==> src/rtl/ctt_pkg.sv <==
// Shared types, codes and helper functions for the config text tokenizer.
// No dependencies; imported by every module of the block.
`timescale 1ns / 1ps

package ctt_pkg;

  localparam int unsigned CTT_FIFO_DEPTH = 4;
  localparam logic [23:0] LINE_MAX = 24'hFFFFFF;

  // input item kinds
  localparam logic [1:0] KIND_DATA = 2'd0;
  localparam logic [1:0] KIND_END  = 2'd1;

  // result kinds
  localparam logic [1:0] RK_BYTE   = 2'd0;
  localparam logic [1:0] RK_TOKEN  = 2'd1;
  localparam logic [1:0] RK_ERROR  = 2'd2;
  localparam logic [1:0] RK_FINISH = 2'd3;

  localparam logic [7:0] CH_HASH  = 8'h23;
  localparam logic [7:0] CH_BSLSH = 8'h5C;
  localparam logic [7:0] CH_QUOTE = 8'h22;
  localparam logic [7:0] CH_ZERO  = 8'h30;
  localparam logic [7:0] CH_R     = 8'h72;
  localparam logic [7:0] CH_N     = 8'h6E;
  localparam logic [7:0] CH_T     = 8'h74;
  localparam logic [7:0] CH_NL    = 8'h0A;
  localparam logic [7:0] CH_CR    = 8'h0D;
  localparam logic [7:0] CH_TAB   = 8'h09;
  localparam logic [7:0] CH_SPACE = 8'h20;
  localparam logic [7:0] CH_NUL   = 8'h00;

  typedef enum logic [2:0] {
    MODE_SKIP    = 3'd0,
    MODE_COMMENT = 3'd1,
    MODE_BARE    = 3'd2,
    MODE_QUOTED  = 3'd3,
    MODE_ESCAPE  = 3'd4,
    MODE_DONE    = 3'd5
  } mode_t;

  typedef struct packed {
    logic [1:0] kind;
    logic [7:0] in_byte;
  } ctt_in_t;

  typedef struct packed {
    logic [1:0]  result_kind;
    logic [7:0]  out_byte;
    logic [23:0] line_number;
    logic        last;
  } ctt_out_t;

  // results of one item, handed from the lexer to the output queue
  typedef struct packed {
    logic [1:0] cnt;
    ctt_out_t   r0;
    ctt_out_t   r1;
  } ctt_push_t;

  // C-locale isspace
  function automatic logic is_space(input logic [7:0] c);
    return (c == CH_SPACE) || ((c >= CH_TAB) && (c <= CH_CR));
  endfunction

  // {valid, decoded byte} for the character after a backslash
  function automatic logic [8:0] esc_decode(input logic [7:0] c);
    logic [8:0] r;
    case (c)
      CH_BSLSH: r = {1'b1, CH_BSLSH};
      CH_ZERO:  r = {1'b1, CH_NUL};
      CH_QUOTE: r = {1'b1, CH_QUOTE};
      CH_R:     r = {1'b1, CH_CR};
      CH_N:     r = {1'b1, CH_NL};
      CH_T:     r = {1'b1, CH_TAB};
      default:  r = {1'b0, CH_NUL};
    endcase
    return r;
  endfunction

endpackage

==> src/rtl/config_text_tokenizer_top.sv <==
// Top level of the config text tokenizer: lexer plus result queue.
// Depends on ctt_pkg, ctt_lexer and ctt_out_fifo.
//
//  channel | ports                          | word
//  --------+--------------------------------+--------------------------------
//  input   | in_valid, in_ready, in_data    | kind, in_byte
//  result  | out_valid, out_ready, out_data | result_kind, out_byte,
//          |                                |   line_number, last
//
// One input word is taken per cycle while in_ready is high; its zero to two
// results are written into the result queue in the same cycle and leave
// one per cycle while out_ready is high. Only the end-of-input word yields
// two results, and the queue absorbs it without stalling an always-ready
// receiver. in_ready drops while the queue has room for fewer than two
// results. Synchronous reset sets mode to skipping, line count to one and
// empties the queue.
`timescale 1ns / 1ps

module config_text_tokenizer_top import ctt_pkg::*; #(
  parameter int unsigned FIFO_DEPTH = CTT_FIFO_DEPTH
) (
  input  logic     clk,
  input  logic     rst_n,
  input  logic     in_valid,
  output logic     in_ready,
  input  ctt_in_t  in_data,
  output logic     out_valid,
  input  logic     out_ready,
  output ctt_out_t out_data
);

  ctt_push_t push;
  logic      room2;
  logic      acc;

  assign in_ready = room2;
  assign acc      = in_valid && in_ready;

  ctt_lexer u_lexer (
    .clk   (clk),
    .rst_n (rst_n),
    .acc   (acc),
    .item  (in_data),
    .push  (push)
  );

  ctt_out_fifo #(
    .DEPTH (FIFO_DEPTH)
  ) u_fifo (
    .clk       (clk),
    .rst_n     (rst_n),
    .push      (push),
    .room2     (room2),
    .out_valid (out_valid),
    .out_ready (out_ready),
    .out_data  (out_data)
  );

endmodule

==> src/rtl/ctt_lexer.sv <==
// Lexer state (mode and line count) and the per-word decode into results.
// Depends on ctt_pkg.
`timescale 1ns / 1ps

module ctt_lexer import ctt_pkg::*; (
  input  logic      clk,
  input  logic      rst_n,
  input  logic      acc,
  input  ctt_in_t   item,
  output ctt_push_t push
);

  mode_t       mode_r, mode_nxt;
  logic [23:0] line_r, line_nxt;
  logic        bump;
  logic [1:0]  n;
  logic [1:0]  k0;
  logic [7:0]  b0;
  logic [8:0]  esc;

  always_comb begin
    mode_nxt = mode_r;
    bump     = 1'b0;
    n        = 2'd0;
    k0       = RK_BYTE;
    b0       = CH_NUL;
    esc      = esc_decode(item.in_byte);
    if (mode_r == MODE_DONE) begin
      n  = 2'd1;
      k0 = RK_FINISH;
    end else if (item.kind == KIND_DATA) begin
      case (mode_r)
        MODE_SKIP: begin
          if (item.in_byte == CH_HASH) begin
            mode_nxt = MODE_COMMENT;
          end else if (item.in_byte == CH_NL) begin
            bump = 1'b1;
          end else if (is_space(item.in_byte)) begin
            mode_nxt = MODE_SKIP;
          end else if (item.in_byte == CH_QUOTE) begin
            mode_nxt = MODE_QUOTED;
          end else begin
            n        = 2'd1;
            b0       = item.in_byte;
            mode_nxt = MODE_BARE;
          end
        end
        MODE_COMMENT: begin
          if (item.in_byte == CH_NL) begin
            bump     = 1'b1;
            mode_nxt = MODE_SKIP;
          end
        end
        MODE_BARE: begin
          n = 2'd1;
          if (is_space(item.in_byte)) begin
            k0       = RK_TOKEN;
            bump     = (item.in_byte == CH_NL);
            mode_nxt = MODE_SKIP;
          end else begin
            b0 = item.in_byte;
          end
        end
        MODE_QUOTED: begin
          if (item.in_byte == CH_BSLSH) begin
            mode_nxt = MODE_ESCAPE;
          end else if (item.in_byte == CH_NL) begin
            n        = 2'd1;
            k0       = RK_ERROR;
            mode_nxt = MODE_SKIP;
          end else if (item.in_byte == CH_QUOTE) begin
            n        = 2'd1;
            k0       = RK_TOKEN;
            mode_nxt = MODE_SKIP;
          end else begin
            n  = 2'd1;
            b0 = item.in_byte;
          end
        end
        MODE_ESCAPE: begin
          n = 2'd1;
          if (esc[8]) begin
            b0       = esc[7:0];
            mode_nxt = MODE_QUOTED;
          end else begin
            k0       = RK_ERROR;
            mode_nxt = MODE_SKIP;
          end
        end
        default: begin
          mode_nxt = MODE_SKIP;
        end
      endcase
    end else if (item.kind == KIND_END) begin
      // open token gets closed (or flagged) ahead of the finished marker
      if (mode_r == MODE_BARE) begin
        n  = 2'd2;
        k0 = RK_TOKEN;
      end else if (mode_r == MODE_QUOTED || mode_r == MODE_ESCAPE) begin
        n  = 2'd2;
        k0 = RK_ERROR;
      end else begin
        n  = 2'd1;
        k0 = RK_FINISH;
      end
      mode_nxt = MODE_DONE;
    end else begin
      n        = 2'd1;
      k0       = RK_ERROR;
      mode_nxt = MODE_SKIP;
    end
    line_nxt = (bump && line_r != LINE_MAX) ? line_r + 24'd1 : line_r;
  end

  always_comb begin
    push.cnt            = acc ? n : 2'd0;
    push.r0.result_kind = k0;
    push.r0.out_byte    = b0;
    push.r0.line_number = line_nxt;
    push.r0.last        = (n == 2'd1);
    push.r1.result_kind = RK_FINISH;
    push.r1.out_byte    = CH_NUL;
    push.r1.line_number = line_nxt;
    push.r1.last        = 1'b1;
  end

  always_ff @(posedge clk) begin
    if (!rst_n) begin
      mode_r <= MODE_SKIP;
      line_r <= 24'd1;
    end else if (acc) begin
      mode_r <= mode_nxt;
      line_r <= line_nxt;
    end
  end

`ifndef SYNTHESIS
  a_done_sticky: assert property (@(posedge clk) disable iff (!rst_n)
    (mode_r == MODE_DONE) |=> (mode_r == MODE_DONE))
    else $error("lexer left done mode");
  a_line_nonzero: assert property (@(posedge clk) disable iff (!rst_n)
    line_r != 24'd0)
    else $error("line count reached zero");
  a_line_monotonic: assert property (@(posedge clk) disable iff (!rst_n)
    !acc |=> $stable(line_r))
    else $error("line count moved without an accepted word");
`endif

endmodule

==> src/rtl/ctt_out_fifo.sv <==
// Result queue: takes up to two results per cycle, delivers one per cycle while out_ready is high.
// Depends on ctt_pkg.
`timescale 1ns / 1ps

module ctt_out_fifo import ctt_pkg::*; #(
  parameter int unsigned DEPTH = CTT_FIFO_DEPTH
) (
  input  logic      clk,
  input  logic      rst_n,
  input  ctt_push_t push,
  output logic      room2,
  output logic      out_valid,
  input  logic      out_ready,
  output ctt_out_t  out_data
);

  localparam int unsigned PW = (DEPTH > 1) ? $clog2(DEPTH) : 1;
  localparam int unsigned CW = $clog2(DEPTH + 1);
  localparam logic [PW-1:0] PTR_LAST = PW'(DEPTH - 1);
  localparam logic [CW-1:0] CNT_ROOM = CW'(DEPTH - 2);

  ctt_out_t      mem [DEPTH];
  logic [PW-1:0] wr_r, wr_nxt, rd_r, rd_nxt, wr1;
  logic [CW-1:0] count_r, count_nxt;
  logic          pop;

  function automatic logic [PW-1:0] inc(input logic [PW-1:0] p);
    return (p == PTR_LAST) ? '0 : p + PW'(1);
  endfunction

  assign out_valid = (count_r != '0);
  assign out_data  = mem[rd_r];
  assign room2     = (count_r <= CNT_ROOM);
  assign pop       = out_valid && out_ready;
  assign wr1       = inc(wr_r);

  always_comb begin
    wr_nxt    = (push.cnt == 2'd2) ? inc(wr1) : (push.cnt == 2'd1) ? wr1 : wr_r;
    rd_nxt    = pop ? inc(rd_r) : rd_r;
    count_nxt = count_r + CW'(push.cnt) - CW'(pop);
  end

  always_ff @(posedge clk) begin
    if (push.cnt != 2'd0) begin
      mem[wr_r] <= push.r0;
    end
    if (push.cnt == 2'd2) begin
      mem[wr1] <= push.r1;
    end
  end

  always_ff @(posedge clk) begin
    if (!rst_n) begin
      wr_r    <= '0;
      rd_r    <= '0;
      count_r <= '0;
    end else begin
      wr_r    <= wr_nxt;
      rd_r    <= rd_nxt;
      count_r <= count_nxt;
    end
  end

`ifndef SYNTHESIS
  a_no_overflow: assert property (@(posedge clk) disable iff (!rst_n)
    count_r <= CW'(DEPTH))
    else $error("result queue overflow");
  a_push_room: assert property (@(posedge clk) disable iff (!rst_n)
    (push.cnt != 2'd0) |-> room2)
    else $error("push into a full result queue");
  a_count_track: assert property (@(posedge clk) disable iff (!rst_n)
    (count_r == '0 && push.cnt == 2'd0) |=> !out_valid)
    else $error("result shown from an empty queue");
`endif

endmodule
==> config.mk <==
export PLATFORM = sky130hd
export DESIGN_NAME = config_text_tokenizer_top
export DESIGN_NICKNAME = d
export VERILOG_FILES = /design/src/rtl/ctt_pkg.sv /design/src/rtl/config_text_tokenizer_top.sv /design/src/rtl/ctt_lexer.sv /design/src/rtl/ctt_out_fifo.sv
export SDC_FILE = /design/constraint.sdc
export NUM_CORES = 1
export LEC_CHECK = 0
export BUFFER_PORTS_ARGS = -buffer_cell sky130_fd_sc_hd__buf_2
export CAP_MARGIN = 20
export CORE_MARGIN = 1
export CORE_UTILIZATION = 55
export DETAILED_ROUTE_END_ITERATION = 10
export GPL_TIMING_DRIVEN = 0
export HOLD_SLACK_MARGIN = 0.05
export PLACE_DENSITY = 0.84
export SLEW_MARGIN = 20
export SYNTH_ARGS = -nofsm -noshare
export SYNTH_HDL_FRONTEND = slang
export SYNTH_SLANG_ARGS = --single-unit
==> constraint.sdc <==
create_clock -name clk -period 3.76 [get_ports clk]
set_input_delay 1.128 -clock clk [delete_from_list [all_inputs] [get_ports clk]]
set_output_delay 1.128 -clock clk [all_outputs]
set_load 0.02 [all_outputs]
---- After elaboration in Yosys (flattened, before gate mapping) ----
Memory sizes are Yosys's and may differ from the RTL's. A register that Yosys moved wholly into a read port is not among the register bits.
Index checks and enable logic that the tools add are counted.
storage, ports and cells
  bits in registers ....................... 34
  latch bits .............................. 0
  memory bits (writable) .................. 140
  ROM bits ................................ 0
  input bits .............................. 14
  output and inout port bits .............. 37
  logic and storage cells ................. 121
  memories ................................ 1
operators by class
  $add $sub $neg .......................... 6
  $mul .................................... 0
  div/mod/pow operators ................... 0
  $lt $le $gt $ge ......................... 3
  eq/ne operators ......................... 26
  shifts and indexed selects .............. 0
  mux-type cells .......................... 66
  bitwise logic cells ..................... 1
  reduce and logical (&&, ||, !) cells .... 13
memories
  name        depth  width  rd ports  clocked after memory_dff  write ports  RTL line            text
  u_fifo.mem  4      35     1         1                         2            ctt_out_fifo.sv:22  ctt_out_t mem [DEPTH];
operators with widths
  operator                                              count
  2-to-1 mux 8 bit                                      10
  one-hot mux 9 bit (6 select lines)                    1
  2-to-1 mux 2 bit                                      24
  == test 8 x 6 -> 1 bit (second input constant)        4
  == test 8 x 7 -> 1 bit (second input constant)        4
  one-hot mux 8 bit (4 select lines)                    1
  2-to-1 mux 3 bit                                      10
  adder 24 x 1 -> 24 bit (second input constant)        1
  2-to-1 mux 24 bit                                     1
  inequality test 24 bit (second input constant)        1
  2-to-1 mux 1 bit                                      15
  one-hot mux 3 bit (5 select lines)                    1
  one-hot mux 2 bit (3 select lines)                    2
  == test 2 bit (second input constant)                 4
  == test 8 x 4 -> 1 bit (second input constant)        1
  >= comparator 8 x 4 -> 1 bit (second input constant)  1
  <= comparator 8 x 4 -> 1 bit (second input constant)  1
  adder 2 x 1 -> 2 bit (second input constant)          3
  == test 2 x 1 -> 1 bit (second input constant)        3
  == test 3 x 2 -> 1 bit (second input constant)        2
  == test 3 bit (second input constant)                 2
  inequality test 3 bit (second input constant)         2
  AND reduction 6 bit                                   1
  inequality test 5 bit (second input constant)         1
  other kinds (14)                                      19

---- Longest topological paths before layout ----
  depth in word-level cells ............... 13
  depth in mapped cells ................... 15
  mapped depth without buffers ............ 14

---- Modules after synthesis ----
A second synthesis with hierarchy kept.
unflattened totals
  cells, all modules ...................... 782
  area, all modules ....................... 10761.6 um^2
modules (own cells, without submodules)
  module                     times used  cells each  area each (um^2)  sequential area each (um^2)
  ctt_out_fifo               1           406         7923.8            4384.2
  ctt_lexer                  1           375         2831.5            540.5
  config_text_tokenizer_top  1           1           6.3               0.0

---- Worst setup path before layout ----
No wires, ideal clock.
  path kind ............................... input-to-reg
  start ................................... input in_data[0] (netlist name)
  end ..................................... memory u_fifo.mem[0][10] (netlist name) (enable)
  library setup time ...................... 0.380 ns
  arrival ................................. 3.618 ns
  required time ........................... 3.380 ns
  path slack .............................. -0.238 ns
  stages .................................. 10
  buffers on the path ..................... 2
  path through ............................ buf_2 > nor3b_1 > and3_1 > nor2_1 > o41ai_2 > or2_2 > ha_1 > clkbuf_1 > a21oi_1 > inv_1
RTL lines
  item                RTL line                         text
  start: declaration  config_text_tokenizer_top.sv:26  input ctt_in_t in_data,
  end: declaration    ctt_out_fifo.sv:22

==> impl_metrics.ini <==
[power_and_ir_drop]
peakVddDrop_mv = 0.361
p_leak_nw = 3.48
switching_share_pct = 32.3
p_seq_share_pct = 42.0
p_comb_share_pct = 30.5
p_int_mw = 4.15
p_per_area_nw_per_um2 = 603
clkPwrFrac_pct = 27.5
p_total_mw = 6.14
p_switching_mw = 1.99

[drt]
drc_errors = 0
vias = 6778
wire_per_inst_um = 19.7
drt_wl_total_um = 22000
drt_first_pass_iters = 5
drtIter0Drc = 716
ant_nets = 0
routed_via_density = 6.06

[clock_tree]
htreeDepth = 4
cts_tree = done
cts_buffer_depth = 2
clockRootBuffer = clkbuf_16
cts_buffers = 17
insertion_delay_ns = 0.43
cts.clk_slew.worst_paths_ns = 0.06
clock_sinks = 176

[outcome]
status = finished, final reports clean

[synthesis]
syn_inst = 793
yosys_register_bits = 176
yosysMostFrequentCell = nor2_1
synth_seq_area_share_pct = 51.9
ys_types = 69
synthTopCellsByCount = nor2_1, edfxtp_1, dfxtp_1
yosys.area.top_type_share_pct = 33.4
synth_fp_nets = 820
synthTopCellsByArea = edfxtp_1, dfxtp_1, mux4_2
synth_area_leader_cell = edfxtp_1
yosys_warnings = 0
synth_edf_count = 96
syn_area_um2 = 8640
synth_top_flop_cell = edfxtp_1
syn_area_per_cell_um2 = 10.9
synthArstFlopShare_pct = 0

[floorplan]
pin_count = 51
rows = 45
dieArea_um2 = 16200
die_x_um = 127
die-height_um = 127
start_util_pct = 56.6
core_area_um2 = 15300

[critical_path]
slowest_delay_ns = 0.65
critical_path.startpoint_type = register
crit_chain = clkbuf_1, clkbuf_1, mux4_2, buf_2
cp.required_ns = 2.63
critical_path.top_delay_family = buffers and inverters
path_max_fanout = 10
cpMostUsedCell = clkbuf_1
cp-end-kind = primary output
path_buf_inv = 3
criticalPathCategory = reg2out
slowest_stage = clkbuf_1
worstPathArrival_ns = 2.54

[sta]
fin_worst_skew_ns = 0.00807
fin_ws_ns = 0.0934
max_freq_ghz = 0.273
min_period_ns = 3.67
report.final.slew_viol_count = 0
hold_violations = 0
whs_ns = 0.455
fin_crit_sh_pct = 97.5
finalSetupViolCount = 0
tightest_slew_ns = 0.757
relSlewSlack_pct = 49.5

[layout]
finalNetCount = 922
drive_above_1_share_pct = 23.9
fin_util_pct = 66.7
area_delta_synth_final_pct = 17.7
antenna_cells = 0

[global_routing]
grt_overflow = 0
grt_pass1_wl_um = 34100
grt_max_degree = 17
grt_usage_pct = 27.8
grt_pass1_vias = 6508
antenna_found_initial = 0

[placement]
portBuffers = 49
dpl.hpwl_um = 14000
pre_cts_ws_ns = -1.20
routabilityCongestion = 0.903

[worst_hold_path]
hp-class = reg2reg

[flow_run]
maxCapViolations = 0
==> sequential cells by signal, summed over array words and instances, names as in the netlist, named ones only <==
signal          cells
u_fifo.count_r      3
u_fifo.mem        140
u_fifo.rd_r         2
u_fifo.wr_r         2
u_lexer.line_r     24
u_lexer.mode_r      3
==> metrics by stage <==
stage,setup TNS (ns),cell area (um^2),instances
after floorplan,-0.0150,8730,793
after global placement,-217.19,9240,1053
after detailed placement,-220.99,9240,1053
after CTS,0,10100,1114
after global routing,-0.00788,10200,1119
final,0,10200,1119
==> what timing repair did <==
action / 4_1_cts / 5_1_grt
setup buffers: 25 / 6
endpoints found under the setup margin: 250 / 243
resized for setup: 31 / 8
cloned: 4 / 0
hold buffers: 0 / 0
pin swaps: 7 / 4
==> kinds of logic (layout without fill, tap and decap cells) <==
| kind of cell | count (synthesis) | after routing | share of synthesized area, % |
|---|---|---|---|
| AO/OA/AOI/OAI | 123 | 123 | 9.81 |
| buffers and inverters | 59 | 174 | 2.85 |
| AND/OR/NAND/NOR | 343 | 343 | 19.9 |
| adder cells (fa/ha/maj) | 13 | 13 | 1.97 |
| XOR/XNOR | 43 | 43 | 4.36 |
| multiplexers | 36 | 36 | 9.24 |
| flip-flops | 176 | 176 | 51.9 |
==> metal layers <==
metal | global-route usage [%] | part of all wire (%) | vias to the layer above
met1 | 36.6 | 40 | 3264
met3 | 3.69 | 7.9 | 62
li1 | - | - | 3077
met5 | 0 | 0 | -
met4 | 13.4 | 3.1 | 0
met2 | 45.6 | 49 | 375
==> power by group through the flow <==
stage | logic (mW) | registers, mW | clock network [mW]
after global placement | 1.64 | 2.56 | 0
after global routing | 2.00 | 2.60 | 1.75
after CTS | 1.82 | 2.55 | 1.68
after floorplan | 1.23 | 2.52 | 0
final | 1.87 | 2.58 | 1.69
after detailed placement | 1.67 | 2.59 | 0
==> path summary, 6_finish.rpt <==
kind,startpoint,endpoint,slack [ns],cells after the start
max,register,out_data[33],0.09,4
min,u_fifo.mem[2][27],u_fifo.mem[2][27],0.46,2
max reg2reg,u_lexer.mode_r[1],u_fifo.mem[1][1],0.22,11
min reg2reg,u_fifo.mem[2][27],u_fifo.mem[2][27],0.46,2
==> worst reg2reg max path, delay by kind of cell, from the launching register on <==
family                   cells  cell delay (ns)
buffers and inverters        3             0.91
AND/OR/NAND/NOR              4             0.84
AO/OA/AOI/OAI                3             0.89
adder cells (fa/ha/maj)      1             0.22
flip-flops                   1             0.43
==> cell type report <==
class | instances | area (um^2)
Clock inverter | 8 | 55.1
Sequential cell | 176 | 4480
Multi-Input combinational cell | 558 | 4020
Inverter | 13 | 63.8
Tap cell | 211 | 264
Buffer | 45 | 244
Timing Repair inverter | 4 | 30.0
Timing Repair Buffer | 80 | 490
Fill cell | 1048 | 5080
Clock buffer | 24 | 524
==> layout by cell type, fill, tap and decap left out, types with 11 or more instances in the layout <==
cell type and count:
nor2_1 122, edfxtp_1 96, dfxtp_1 80, nand2_1 78, buf_2 64, o21ai_0 36, mux4_2 35, buf_4 31
xnor2_1 24, nand3_1 22, and2_1 21, xor2_1 19, clkbuf_16 19, a21oi_1 17, nand4_1 17, clkbuf_1 15
nor2b_1 14, inv_1 11, ha_1 11
(Power assumes the default switching activity.)
